### src/rtl/dmbp_pkg.sv
// Shared types, codes and tables for the DHCP/BOOTP message byte parser.
// No dependencies.
package dmbp_pkg;

    localparam int DEFAULT_MAX_MESSAGE_BYTES = 576;
    localparam int HEADER_BYTES = 240;
    localparam int NUM_HDR_FIELDS = 15;
    localparam logic [31:0] COOKIE_RESET = 32'h6382_5363;
    localparam logic [7:0] END_CODE_RESET = 8'hFF;

    localparam logic [0:0] CFG_COOKIE = 1'd0;
    localparam logic [0:0] CFG_END_CODE = 1'd1;

    localparam logic [4:0] FC_COOKIE = 5'd14;
    localparam logic [4:0] FC_OPT_ID = 5'd15;
    localparam logic [4:0] FC_OPT_LEN = 5'd16;
    localparam logic [4:0] FC_OPT_DATA = 5'd17;
    localparam logic [4:0] FC_END = 5'd18;
    localparam logic [4:0] FC_DISCARD = 5'd19;

    localparam logic [2:0] ST_OK = 3'd0;
    localparam logic [2:0] ST_BAD_COOKIE = 3'd1;
    localparam logic [2:0] ST_TRUNCATED = 3'd2;
    localparam logic [2:0] ST_OVERSIZE = 3'd3;
    localparam logic [2:0] ST_AFTER_END = 3'd4;

    localparam logic [7:0] FIELD_START [NUM_HDR_FIELDS] = '{
        8'd0, 8'd1, 8'd2, 8'd3, 8'd4, 8'd8, 8'd10, 8'd12,
        8'd16, 8'd20, 8'd24, 8'd28, 8'd44, 8'd108, 8'd236
    };

    typedef struct packed {
        logic [2:0] status;
        logic [7:0] byte_value;
        logic [7:0] option_length;
        logic [7:0] option_code;
        logic [7:0] field_offset;
        logic [4:0] field_code;
    } result_t;

    function automatic logic [4:0] header_field(input logic [7:0] pos);
        logic [4:0] fc;
        fc = 5'd0;
        for (int k = 1; k < NUM_HDR_FIELDS; k++)
        begin
            if (pos >= FIELD_START[k])
                fc = 5'(k);
        end
        return fc;
    endfunction

endpackage

### src/rtl/dhcp_message_byte_parser.sv
// Top level of the DHCP/BOOTP message byte parser: per-byte tagging, cookie check,
// option walk and a two-entry output buffer. Depends on dmbp_pkg.
//
//  channel  | direction | transaction                  | payload
//  s_axis   | in        | s_tvalid & s_tready          | tdata[7:0] data_byte, tlast last_byte
//  m_axis   | out       | m_tvalid & m_tready          | tdata result (40 bits), tlast message_done
//  cfg      | in        | cfg_we                       | cfg_index, cfg_data
//
// One byte per cycle while s_tready is high; each result is registered in the output
// register, or in the skid register while the output register stalls. Throughput is
// bound only by the output side: s_tready drops only when both registers are full.
// rst_n is asynchronous; it clears parse state and restores register defaults.
// The flagged last byte returns parse state to its post-reset values.
module dhcp_message_byte_parser #(
    parameter int MAX_MESSAGE_BYTES = dmbp_pkg::DEFAULT_MAX_MESSAGE_BYTES
) (
    input  logic        clk,
    input  logic        rst_n,
    input  logic        s_tvalid,
    output logic        s_tready,
    input  logic [7:0]  s_tdata,   // [7:0] data_byte
    input  logic        s_tlast,   // last_byte
    output logic        m_tvalid,
    input  logic        m_tready,
    output logic [39:0] m_tdata,   // field_code, field_offset, option_code,
                                   // option_length, byte_value, status (low to high)
    output logic        m_tlast,   // message_done
    input  logic        cfg_we,
    input  logic [0:0]  cfg_index,
    input  logic [31:0] cfg_data
);
    import dmbp_pkg::*;

    localparam int CNT_W = $clog2(MAX_MESSAGE_BYTES + 1);
    localparam logic [CNT_W-1:0] MAX_CNT = CNT_W'(MAX_MESSAGE_BYTES);
    localparam logic [CNT_W-1:0] COOKIE_LAST = CNT_W'(HEADER_BYTES - 1);

    typedef enum logic [2:0] {
        PH_HEADER, PH_ID, PH_LEN, PH_DATA, PH_ENDED, PH_ERROR
    } phase_t;

    logic [31:0]      cookie_reg;
    logic [7:0]       end_code_reg;
    logic [CNT_W-1:0] cnt_reg, cnt_next;
    phase_t           phase_reg, phase_next;
    logic [7:0]       opt_reg, opt_next;
    logic [7:0]       len_reg, len_next;
    logic [7:0]       remain_reg, remain_next;
    logic [23:0]      shift_reg, shift_next;

    result_t res;
    result_t main_reg, skid_reg;
    logic    main_last_reg, skid_last_reg;
    logic    main_valid_reg, skid_valid_reg;
    logic    accept;
    logic [7:0] b;
    logic [4:0] hfc;
    logic [7:0] remain_dec;

    assign b = s_tdata;
    assign accept = s_tvalid && s_tready;
    assign hfc = header_field(cnt_reg[7:0]);
    assign remain_dec = remain_reg - 8'd1;

    always_comb
    begin
        res = '0;
        res.field_code = FC_DISCARD;
        res.byte_value = b;
        res.status = ST_OK;
        phase_next = phase_reg;
        opt_next = opt_reg;
        len_next = len_reg;
        remain_next = remain_reg;
        shift_next = shift_reg;
        cnt_next = (cnt_reg < MAX_CNT) ? cnt_reg + CNT_W'(1) : cnt_reg;

        if (phase_reg == PH_ENDED || phase_reg == PH_ERROR)
        begin
            res.status = ST_AFTER_END;
        end
        else if (cnt_reg >= MAX_CNT)
        begin
            res.status = ST_OVERSIZE;
            phase_next = PH_ERROR;
        end
        else
        begin
            unique case (phase_reg)
                PH_HEADER:
                begin
                    res.field_code = hfc;
                    res.field_offset = cnt_reg[7:0] - FIELD_START[hfc[3:0]];
                    if (hfc == FC_COOKIE)
                    begin
                        shift_next = {shift_reg[15:0], b};
                        if (cnt_reg == COOKIE_LAST)
                        begin
                            if ({shift_reg, b} != cookie_reg)
                            begin
                                res.status = ST_BAD_COOKIE;
                                phase_next = PH_ERROR;
                            end
                            else
                                phase_next = PH_ID;
                        end
                    end
                end
                PH_ID:
                begin
                    res.option_code = b;
                    if (b == end_code_reg)
                    begin
                        res.field_code = FC_END;
                        phase_next = PH_ENDED;
                    end
                    else
                    begin
                        res.field_code = FC_OPT_ID;
                        opt_next = b;
                        len_next = 8'd0;
                        phase_next = PH_LEN;
                    end
                end
                PH_LEN:
                begin
                    res.field_code = FC_OPT_LEN;
                    res.option_code = opt_reg;
                    res.option_length = b;
                    len_next = b;
                    remain_next = b;
                    phase_next = (b == 8'd0) ? PH_ID : PH_DATA;
                end
                default:
                begin
                    res.field_code = FC_OPT_DATA;
                    res.option_code = opt_reg;
                    res.option_length = len_reg;
                    res.field_offset = len_reg - remain_reg;
                    remain_next = remain_dec;
                    if (remain_dec == 8'd0)
                        phase_next = PH_ID;
                end
            endcase
        end

        if (s_tlast && res.status == ST_OK && phase_next != PH_ENDED)
            res.status = ST_TRUNCATED;

        if (s_tlast)
        begin
            cnt_next = '0;
            phase_next = PH_HEADER;
            opt_next = 8'd0;
            len_next = 8'd0;
            remain_next = 8'd0;
            shift_next = 24'd0;
        end
    end

    always_ff @(posedge clk or negedge rst_n)
    begin
        if (!rst_n)
        begin
            cookie_reg <= COOKIE_RESET;
            end_code_reg <= END_CODE_RESET;
        end
        else if (cfg_we)
        begin
            unique case (cfg_index)
                CFG_COOKIE:   cookie_reg <= cfg_data;
                CFG_END_CODE: end_code_reg <= cfg_data[7:0];
                default:      ;
            endcase
        end
    end

    always_ff @(posedge clk or negedge rst_n)
    begin
        if (!rst_n)
        begin
            cnt_reg <= '0;
            phase_reg <= PH_HEADER;
            opt_reg <= 8'd0;
            len_reg <= 8'd0;
            remain_reg <= 8'd0;
            shift_reg <= 24'd0;
        end
        else if (accept)
        begin
            cnt_reg <= cnt_next;
            phase_reg <= phase_next;
            opt_reg <= opt_next;
            len_reg <= len_next;
            remain_reg <= remain_next;
            shift_reg <= shift_next;
        end
    end

    // output register plus skid stage
    always_ff @(posedge clk or negedge rst_n)
    begin
        if (!rst_n)
        begin
            main_valid_reg <= 1'b0;
            skid_valid_reg <= 1'b0;
        end
        else if (!main_valid_reg || m_tready)
        begin
            if (skid_valid_reg)
            begin
                main_valid_reg <= 1'b1;
                skid_valid_reg <= 1'b0;
            end
            else
                main_valid_reg <= accept;
        end
        else if (accept)
            skid_valid_reg <= 1'b1;
    end

    always_ff @(posedge clk)
    begin
        if (!main_valid_reg || m_tready)
        begin
            if (skid_valid_reg)
            begin
                main_reg <= skid_reg;
                main_last_reg <= skid_last_reg;
            end
            else if (accept)
            begin
                main_reg <= res;
                main_last_reg <= s_tlast;
            end
        end
        else if (accept)
        begin
            skid_reg <= res;
            skid_last_reg <= s_tlast;
        end
    end

    assign s_tready = !skid_valid_reg;
    assign m_tvalid = main_valid_reg;
    assign m_tdata = main_reg;
    assign m_tlast = main_last_reg;

    a_skid_behind_main: assert property (@(posedge clk) disable iff (!rst_n)
        skid_valid_reg |-> main_valid_reg)
        else $error("skid entry held while output register empty");

    a_clear_on_last: assert property (@(posedge clk) disable iff (!rst_n)
        accept && s_tlast |=> cnt_reg == '0 && phase_reg == PH_HEADER)
        else $error("parse state not cleared after last byte");

    a_data_remaining: assert property (@(posedge clk) disable iff (!rst_n)
        phase_reg == PH_DATA |-> remain_reg != 8'd0)
        else $error("option data phase with nothing remaining");

    a_header_in_range: assert property (@(posedge clk) disable iff (!rst_n)
        phase_reg == PH_HEADER |-> cnt_reg < CNT_W'(HEADER_BYTES))
        else $error("header phase past the cookie");

endmodule
### config.mk
export PLATFORM = sky130hd
export DESIGN_NAME = dhcp_message_byte_parser
export DESIGN_NICKNAME = d
export VERILOG_FILES = /design/src/rtl/dmbp_pkg.sv /design/src/rtl/dhcp_message_byte_parser.sv
export SDC_FILE = /design/constraint.sdc
export NUM_CORES = 1
export LEC_CHECK = 0
export BUFFER_PORTS_ARGS = -buffer_cell sky130_fd_sc_hd__buf_2
export CORE_MARGIN = 5
export CORE_UTILIZATION = 38
export DETAILED_ROUTE_END_ITERATION = 12
export PLACE_DENSITY = 0.67
export SETUP_SLACK_MARGIN = 0.4
export SLEW_MARGIN = 20
export SYNTH_ARGS = -nofsm -noshare
export SYNTH_HDL_FRONTEND = slang
export SYNTH_SLANG_ARGS = --single-unit
### constraint.sdc
create_clock -name clk -period 5.9 [get_ports clk]
set_input_delay 0.885 -clock clk [delete_from_list [all_inputs] [get_ports clk]]
set_output_delay 0.885 -clock clk [all_outputs]
set_load 0.05 [all_outputs]
Yosys cells after proc, flatten, opt, wreduce, memory -nomap -nowiden
Memory sizes are Yosys's and may differ from the RTL's.
Cells that the tools add are included.
{"block": "op_classes", "addsub": 4, "magnitude_cmp": 17, "eq_ne": 14, "mux": 68, "bitwise": 3, "reduce_logical": 29}
{"cell": "$mux 24", "n": 5}
{"cell": "$mux 8", "n": 14}
{"cell": "$mux 40", "n": 2}
{"cell": "$pmux 8 s2", "n": 5}
{"cell": "$mux 29", "n": 2}
{"cell": "$mux 5", "n": 11}
{"cell": "$mux 3", "n": 11}
{"cell": "$ge 8x5->1 const B", "n": 4}
{"cell": "$ne 32x32->1", "n": 1}
{"cell": "$ge 8x4->1 const B", "n": 3}
{"cell": "$mux 10", "n": 2}
{"cell": "$ge 8x2->1 const B", "n": 2}
{"cell": "$logic_not 8->1", "n": 2}
{"cell": "$sub 8x8->8", "n": 2}
{"cell": "$pmux 5 s3", "n": 1}
{"cell": "$reduce_and 5->1", "n": 3}
{"cell": "$reduce_bool 2->1", "n": 6}
{"cell": "$add 10x1->10 const B", "n": 1}
{"cell": "$eq 10x8->1 const B", "n": 1}
{"cell": "$ge 10x10->1 const B", "n": 1}
{"cell": "$lt 10x10->1 const B", "n": 1}
{"cell": "$mux 1", "n": 10}
{"cell": "$reduce_and 2->1", "n": 5}
{"cell": "$pmux 3 s3", "n": 1}
{"cell": "25 further kinds", "n": 39}
{"block": "totals", "register_bits": 185, "rom_bits": 128, "out_inout_bits": 43, "word_cells": 160, "memories": 1}
{"memory": "(no name shown)", "depth": 16, "word_bits": 8, "rd": 1, "rd_clocked_by_memory_dff": 0, "wr": 0, "line": "dhcp_message_byte_parser.sv:93", "text": "res.field_offset = cnt_reg[7:0] - FIELD_START[hfc[3:0]];"}

Longest topological paths before layout
{"block": "depth", "depth_word": 26, "mapped_depth": 17, "depth_no_buf": 17}

Least setup slack after synthesis
Ideal clock, no wire load.
{"block": "synth_timing", "kind": "register to register", "start": "register cnt_reg[1]", "end": "register main_reg (netlist bit m_tdata[11]), data pin", "setup_time_ps": 152, "arrival_ps": 3475, "required_time_ps": 5748, "setup_slack_ps": 2273, "path_stages_with_launch": 17, "cell_sequence": "dfrtp_1 > inv_1 > ha_1 > nand2b_1 > a21oi_1 > o211ai_1 > a31oi_2 > ha_1 > o21ai_0 > a31o_2 > fa_1 > a21o_1 > a21o_1 > a2111oi_0 > a41o_1 > o21ai_0 > a31oi_1"}
{"block": "synth_via", "elab_chain_cells": 25}
{"item": "start: declaration", "line": "dhcp_message_byte_parser.sv:44", "text": "logic [CNT_W-1:0] cnt_reg, cnt_next;"}
{"item": "start signal: assignment", "line": "dhcp_message_byte_parser.sv:191", "text": "cnt_reg <= cnt_next;"}
{"item": "$ge 8x1->1", "line": "dmbp_pkg.sv:46", "text": "if (pos >= FIELD_START[k])"}
{"item": "$mux 1", "line": "dmbp_pkg.sv:46"}
{"item": "$mux 2 (2 in a row)", "line": "dmbp_pkg.sv:46"}
{"item": "$mux 3", "line": "dmbp_pkg.sv:46"}
{"item": "$mux 5 (10 in a row)", "line": "dmbp_pkg.sv:46"}
{"item": "$not 4->5 (implied by the code)", "line": "dhcp_message_byte_parser.sv:93"}
{"item": "$mem_v2 16x8"}
{"item": "$mux 8 (implied by the code) (2 in a row)", "line": "dhcp_message_byte_parser.sv:93"}
{"item": "$sub 8x8->8", "line": "dhcp_message_byte_parser.sv:93"}
{"item": "$pmux 8 s2", "line": "dhcp_message_byte_parser.sv:89", "text": "unique case (phase_reg)"}
{"item": "$mux 29 *", "line": "dhcp_message_byte_parser.sv:82", "text": "else if (cnt_reg >= MAX_CNT)"}
{"item": "$mux 29 *", "line": "dhcp_message_byte_parser.sv:78", "text": "if (phase_reg == PH_ENDED || phase_reg == PH_ERROR)"}
{"item": "$mux 40 *", "line": "dhcp_message_byte_parser.sv:231", "text": "else if (accept)"}
{"item": "$mux 40 *", "line": "dhcp_message_byte_parser.sv:226", "text": "if (skid_valid_reg)"}
{"item": "end signal: assignment", "line": "dhcp_message_byte_parser.sv:228", "text": "main_reg <= skid_reg;"}
{"item": "end signal: assignment", "line": "dhcp_message_byte_parser.sv:233", "text": "main_reg <= res;"}
{"item": "end: declaration", "line": "dhcp_message_byte_parser.sv:52", "text": "result_t main_reg, skid_reg;"}
Every way passes the cells marked *; elsewhere a longest branch is shown, timed or not. The select of a mux whose other input is x is not followed.
A chain may end at the register's enable or synchronous reset.

Worst setup path in the final report
Ends and elaborated chain as after synthesis.

==> results.cfg <==
[outcome]
status = completed

[route]
wl_um = 21270
vias = 6292
ant_nets = 0
wire_per_inst_um = 17.51
drtIter0Drc = 419
firstDrtPassIters = 4
drc = 0
viasPerCell = 5.179

[power_and_ir_drop]
fin_total_pwr_uw = 3765
peakVddDrop_v = 0.0002200
power.density_mw_per_mm2 = 352.8
leakage_uw = 0.004498
combPwrFrac_pct = 26.5
switching_power_uw = 1227
clockPowerShare_pct = 30.3
swShare_pct = 32.59
intPower_uw = 2538
pwr-share-seq_pct = 43.2

[setup_path]
cp-start-kind = flop
crit_fanout = 8
crit_arrival_ns = 4.36
worst_path_max_delay_cell = dfrtp_1
critical_path.max_stage_delay_ns = 0.53
endpoint_kind = flop
path_cells = inv_1, ha_1, nand2b_1, a21oi_1, o211ai_1, a31oi_2, ha_1, o21ai_0, a31o_2, fa_1, a21o_1, a21o_1, a2111oi_0, a41o_1, o21ai_0, a31oi_1
crit_type = flop to flop
crit_required_ns = 6.18
r2r_slack_ns = 1.82

[place]
pre_cts_ws_ns = 1.911
gp_congestion = 0.8635
hpwl_um = 14850
placed_cells = 1182
port_buffers = 89

[yosys]
yosys_warnings = 0
synth.largest_area_cell = edfxtp_1
yosys.area_share.simple_pct = 11.01
synth_top_family_by_area = compound AO/OA/AOI/OAI gates
synthCells = 813
synth_area_mm2 = 0.009397
ys_seq_area_share_pct = 53.93
synth.distinct_cells = 70
synth_compound_area_share_pct = 12.68
synthArstFlopShare_pct = 55.68
ys_seq_elements = 185
yosys.area_share.adder_pct = 3.489
synth.top_cell.area_share_pct = 26.21
synth.top_cells.by_area = edfxtp_1 (26%), dfrtp_1 (22%), mux2_2 (6.2%)
synth_edf_count = 82
synth_flop_cell = edfxtp_1
synthMuxAreaShare_pct = 9.534
syn_area_per_cell_um2 = 11.56
synth-xor-area-share_pct = 5.499
syn_nets = 885

[cts]
cts_tree = built
cts-resized-gates = 0
cts_root_buf = clkbuf_16
numCtsBuffers = 17
cts_buffer_depth = 2
cts.clk_slew.worst_paths_ns = 0.07
htreeDepth = 4
cts_setup_buffers = 0
cts.sinks = 185
clock_latency_ns = 0.44
ctsHoldBuffers = 0

[sta]
finalCritPeriodShare_pct = 69.13
fin_hold_ws_ns = 0.5101
max_freq_ghz = 0.2452
tightest_slew_ns = 0.9757
report.final.slew_viol_count = 0
setup_tns_ns = 0
rsz0062_at_grt = no
fin_ws_ns = 1.822
min_period_ns = 4.078
hold_violations = 0
fin_skew_ns = 0.01575
setup_viol = 0
relSlewSlack_pct = 34.95

[global_routing]
overflow = 0
grt_max_degree = 57
grt_pass1_wl_um = 34570
grtUsageTotal_pct = 15.43
antenna_found_initial = 0
grt_pass1_vias = 6280

[run]
drv_cap = 0

[final_layout]
syn2layout_area_growth_pct = 13.57
ff_latch_area_mm2 = 0.005069
final_cells = 1215
multi_input_area_mm2 = 0.003978
nFillCells = 2262
antenna_cells = 0
final_nets = 950
drive_gt1_share_pct = 25.70

[hold_path]
hold_path.class = primary input to asynchronous set/reset pin

[floorplanning]
core_area_mm2 = 0.02432
die_w_um = 167.3
rows = 57
dieArea_mm2 = 0.02797
ios = 90
die_h_um = 167.3
start_util_pct = 38.64
[metrics by stage]
step,util (%),cell area [um^2]
finish,43.88,10670
CTS,43.77,10640
global route,43.88,10670
global placement,41.37,10060
detailed placement,41.37,10060
floorplan,-,9397
[power groups by stage]
stage / clock, uW / sequential [uW] / combinational [uW]
floorplan: 0 / 1780 / 616
global placement: 0 / 1650 / 976
detailed placement: 0 / 1650 / 993
CTS: 1160 / 1630 / 998
global route: 1210 / 1650 / 1100
finish: 1140 / 1630 / 998
[kinds of logic (layout without fill, tap and decap cells)]
family,after synthesis,count (layout)
simple gates,214,214
flops,185,185
compound gates,170,170
buf+inv,81,159
mux,79,79
xor+xnor,59,59
fa+ha+maj,25,25
[Yosys cell counts, types with 15 or more instances]
library cell and number:
inv_1 30, buf_2 26, o21ai_0 34, clkbuf_1 15
a21oi_1 24, mux2_2 52, a22o_1 18, nor2_1 81
ha_1 23, xor2_1 45, mux2i_1 19, dfrtp_1 81
dfstp_2 22, nand2_1 54, edfxtp_1 82, o31ai_1 24
nand2b_1 16
[area by class of cell]
| cell class | count | area share [%] |
|---|---|---|
| clock buffer | 22 | 4.561 |
| clock inverter | 10 | 0.9028 |
| inverter | 31 | 1.090 |
| multi-input combinational | 547 | 37.27 |
| sequential | 185 | 47.50 |
| tap | 324 | 3.799 |
| timing repair buffer | 96 | 4.877 |
[layout by cell type (no fill, tap or decap), types with 13 or more instances in the layout]
cell,netlist,final
buf_2,26,88
edfxtp_1,82,82
nor2_1,81,80
dfrtp_1,81,80
nand2_1,54,54
mux2_2,52,52
xor2_1,45,45
o21ai_0,34,34
inv_1,30,30
a21oi_1,24,24
o31ai_1,24,24
ha_1,23,23
dfstp_2,22,22
mux2i_1,19,19
clkbuf_16,0,19
a22o_1,18,18
nand2b_1,16,16
xnor2_1,14,14
a31oi_1,13,13
nor4_1,13,13
[worst paths after layout]
path                                         from                   endpoint  cells past startpoint
min                                         rst_n     cnt_reg[7]$_DFFE_PN0P_                      1
max reg2reg                cnt_reg[1]$_DFFE_PN0P_      m_tdata[11]$_DFFE_PP_                     16
max                        cnt_reg[1]$_DFFE_PN0P_      m_tdata[11]$_DFFE_PP_                     16
min reg2reg                opt_reg[5]$_DFFE_PN0P_     opt_reg[5]$_DFFE_PN0P_                      2
min in group clk           opt_reg[5]$_DFFE_PN0P_     opt_reg[5]$_DFFE_PN0P_                      2
max in group asynchronous                   rst_n  shift_reg[23]$_DFFE_PN0P_                      2
[routing by layer]
metal / part of all wire, % / global-route usage (%) / vias up
met2: 46 / 24.39 / 132
met4: 2.6 / 5.646 / 0
met1: 47 / 21.24 / 3060
met5: 0 / 0 / -
li1: - / - / 3066
met3: 3.9 / 3.017 / 34
[worst max-delay path, delay by kind of cell (launching register included)]
| family | cells | cell delay (ns) |
|---|---|---|
| fa+ha+maj | 3 | 0.86 |
| flops | 1 | 0.53 |
| simple gates | 1 | 0.14 |
| buf+inv | 1 | 0.19 |
| compound gates | 11 | 2.23 |
No activity file was read; power rests on OpenSTA's default activity.
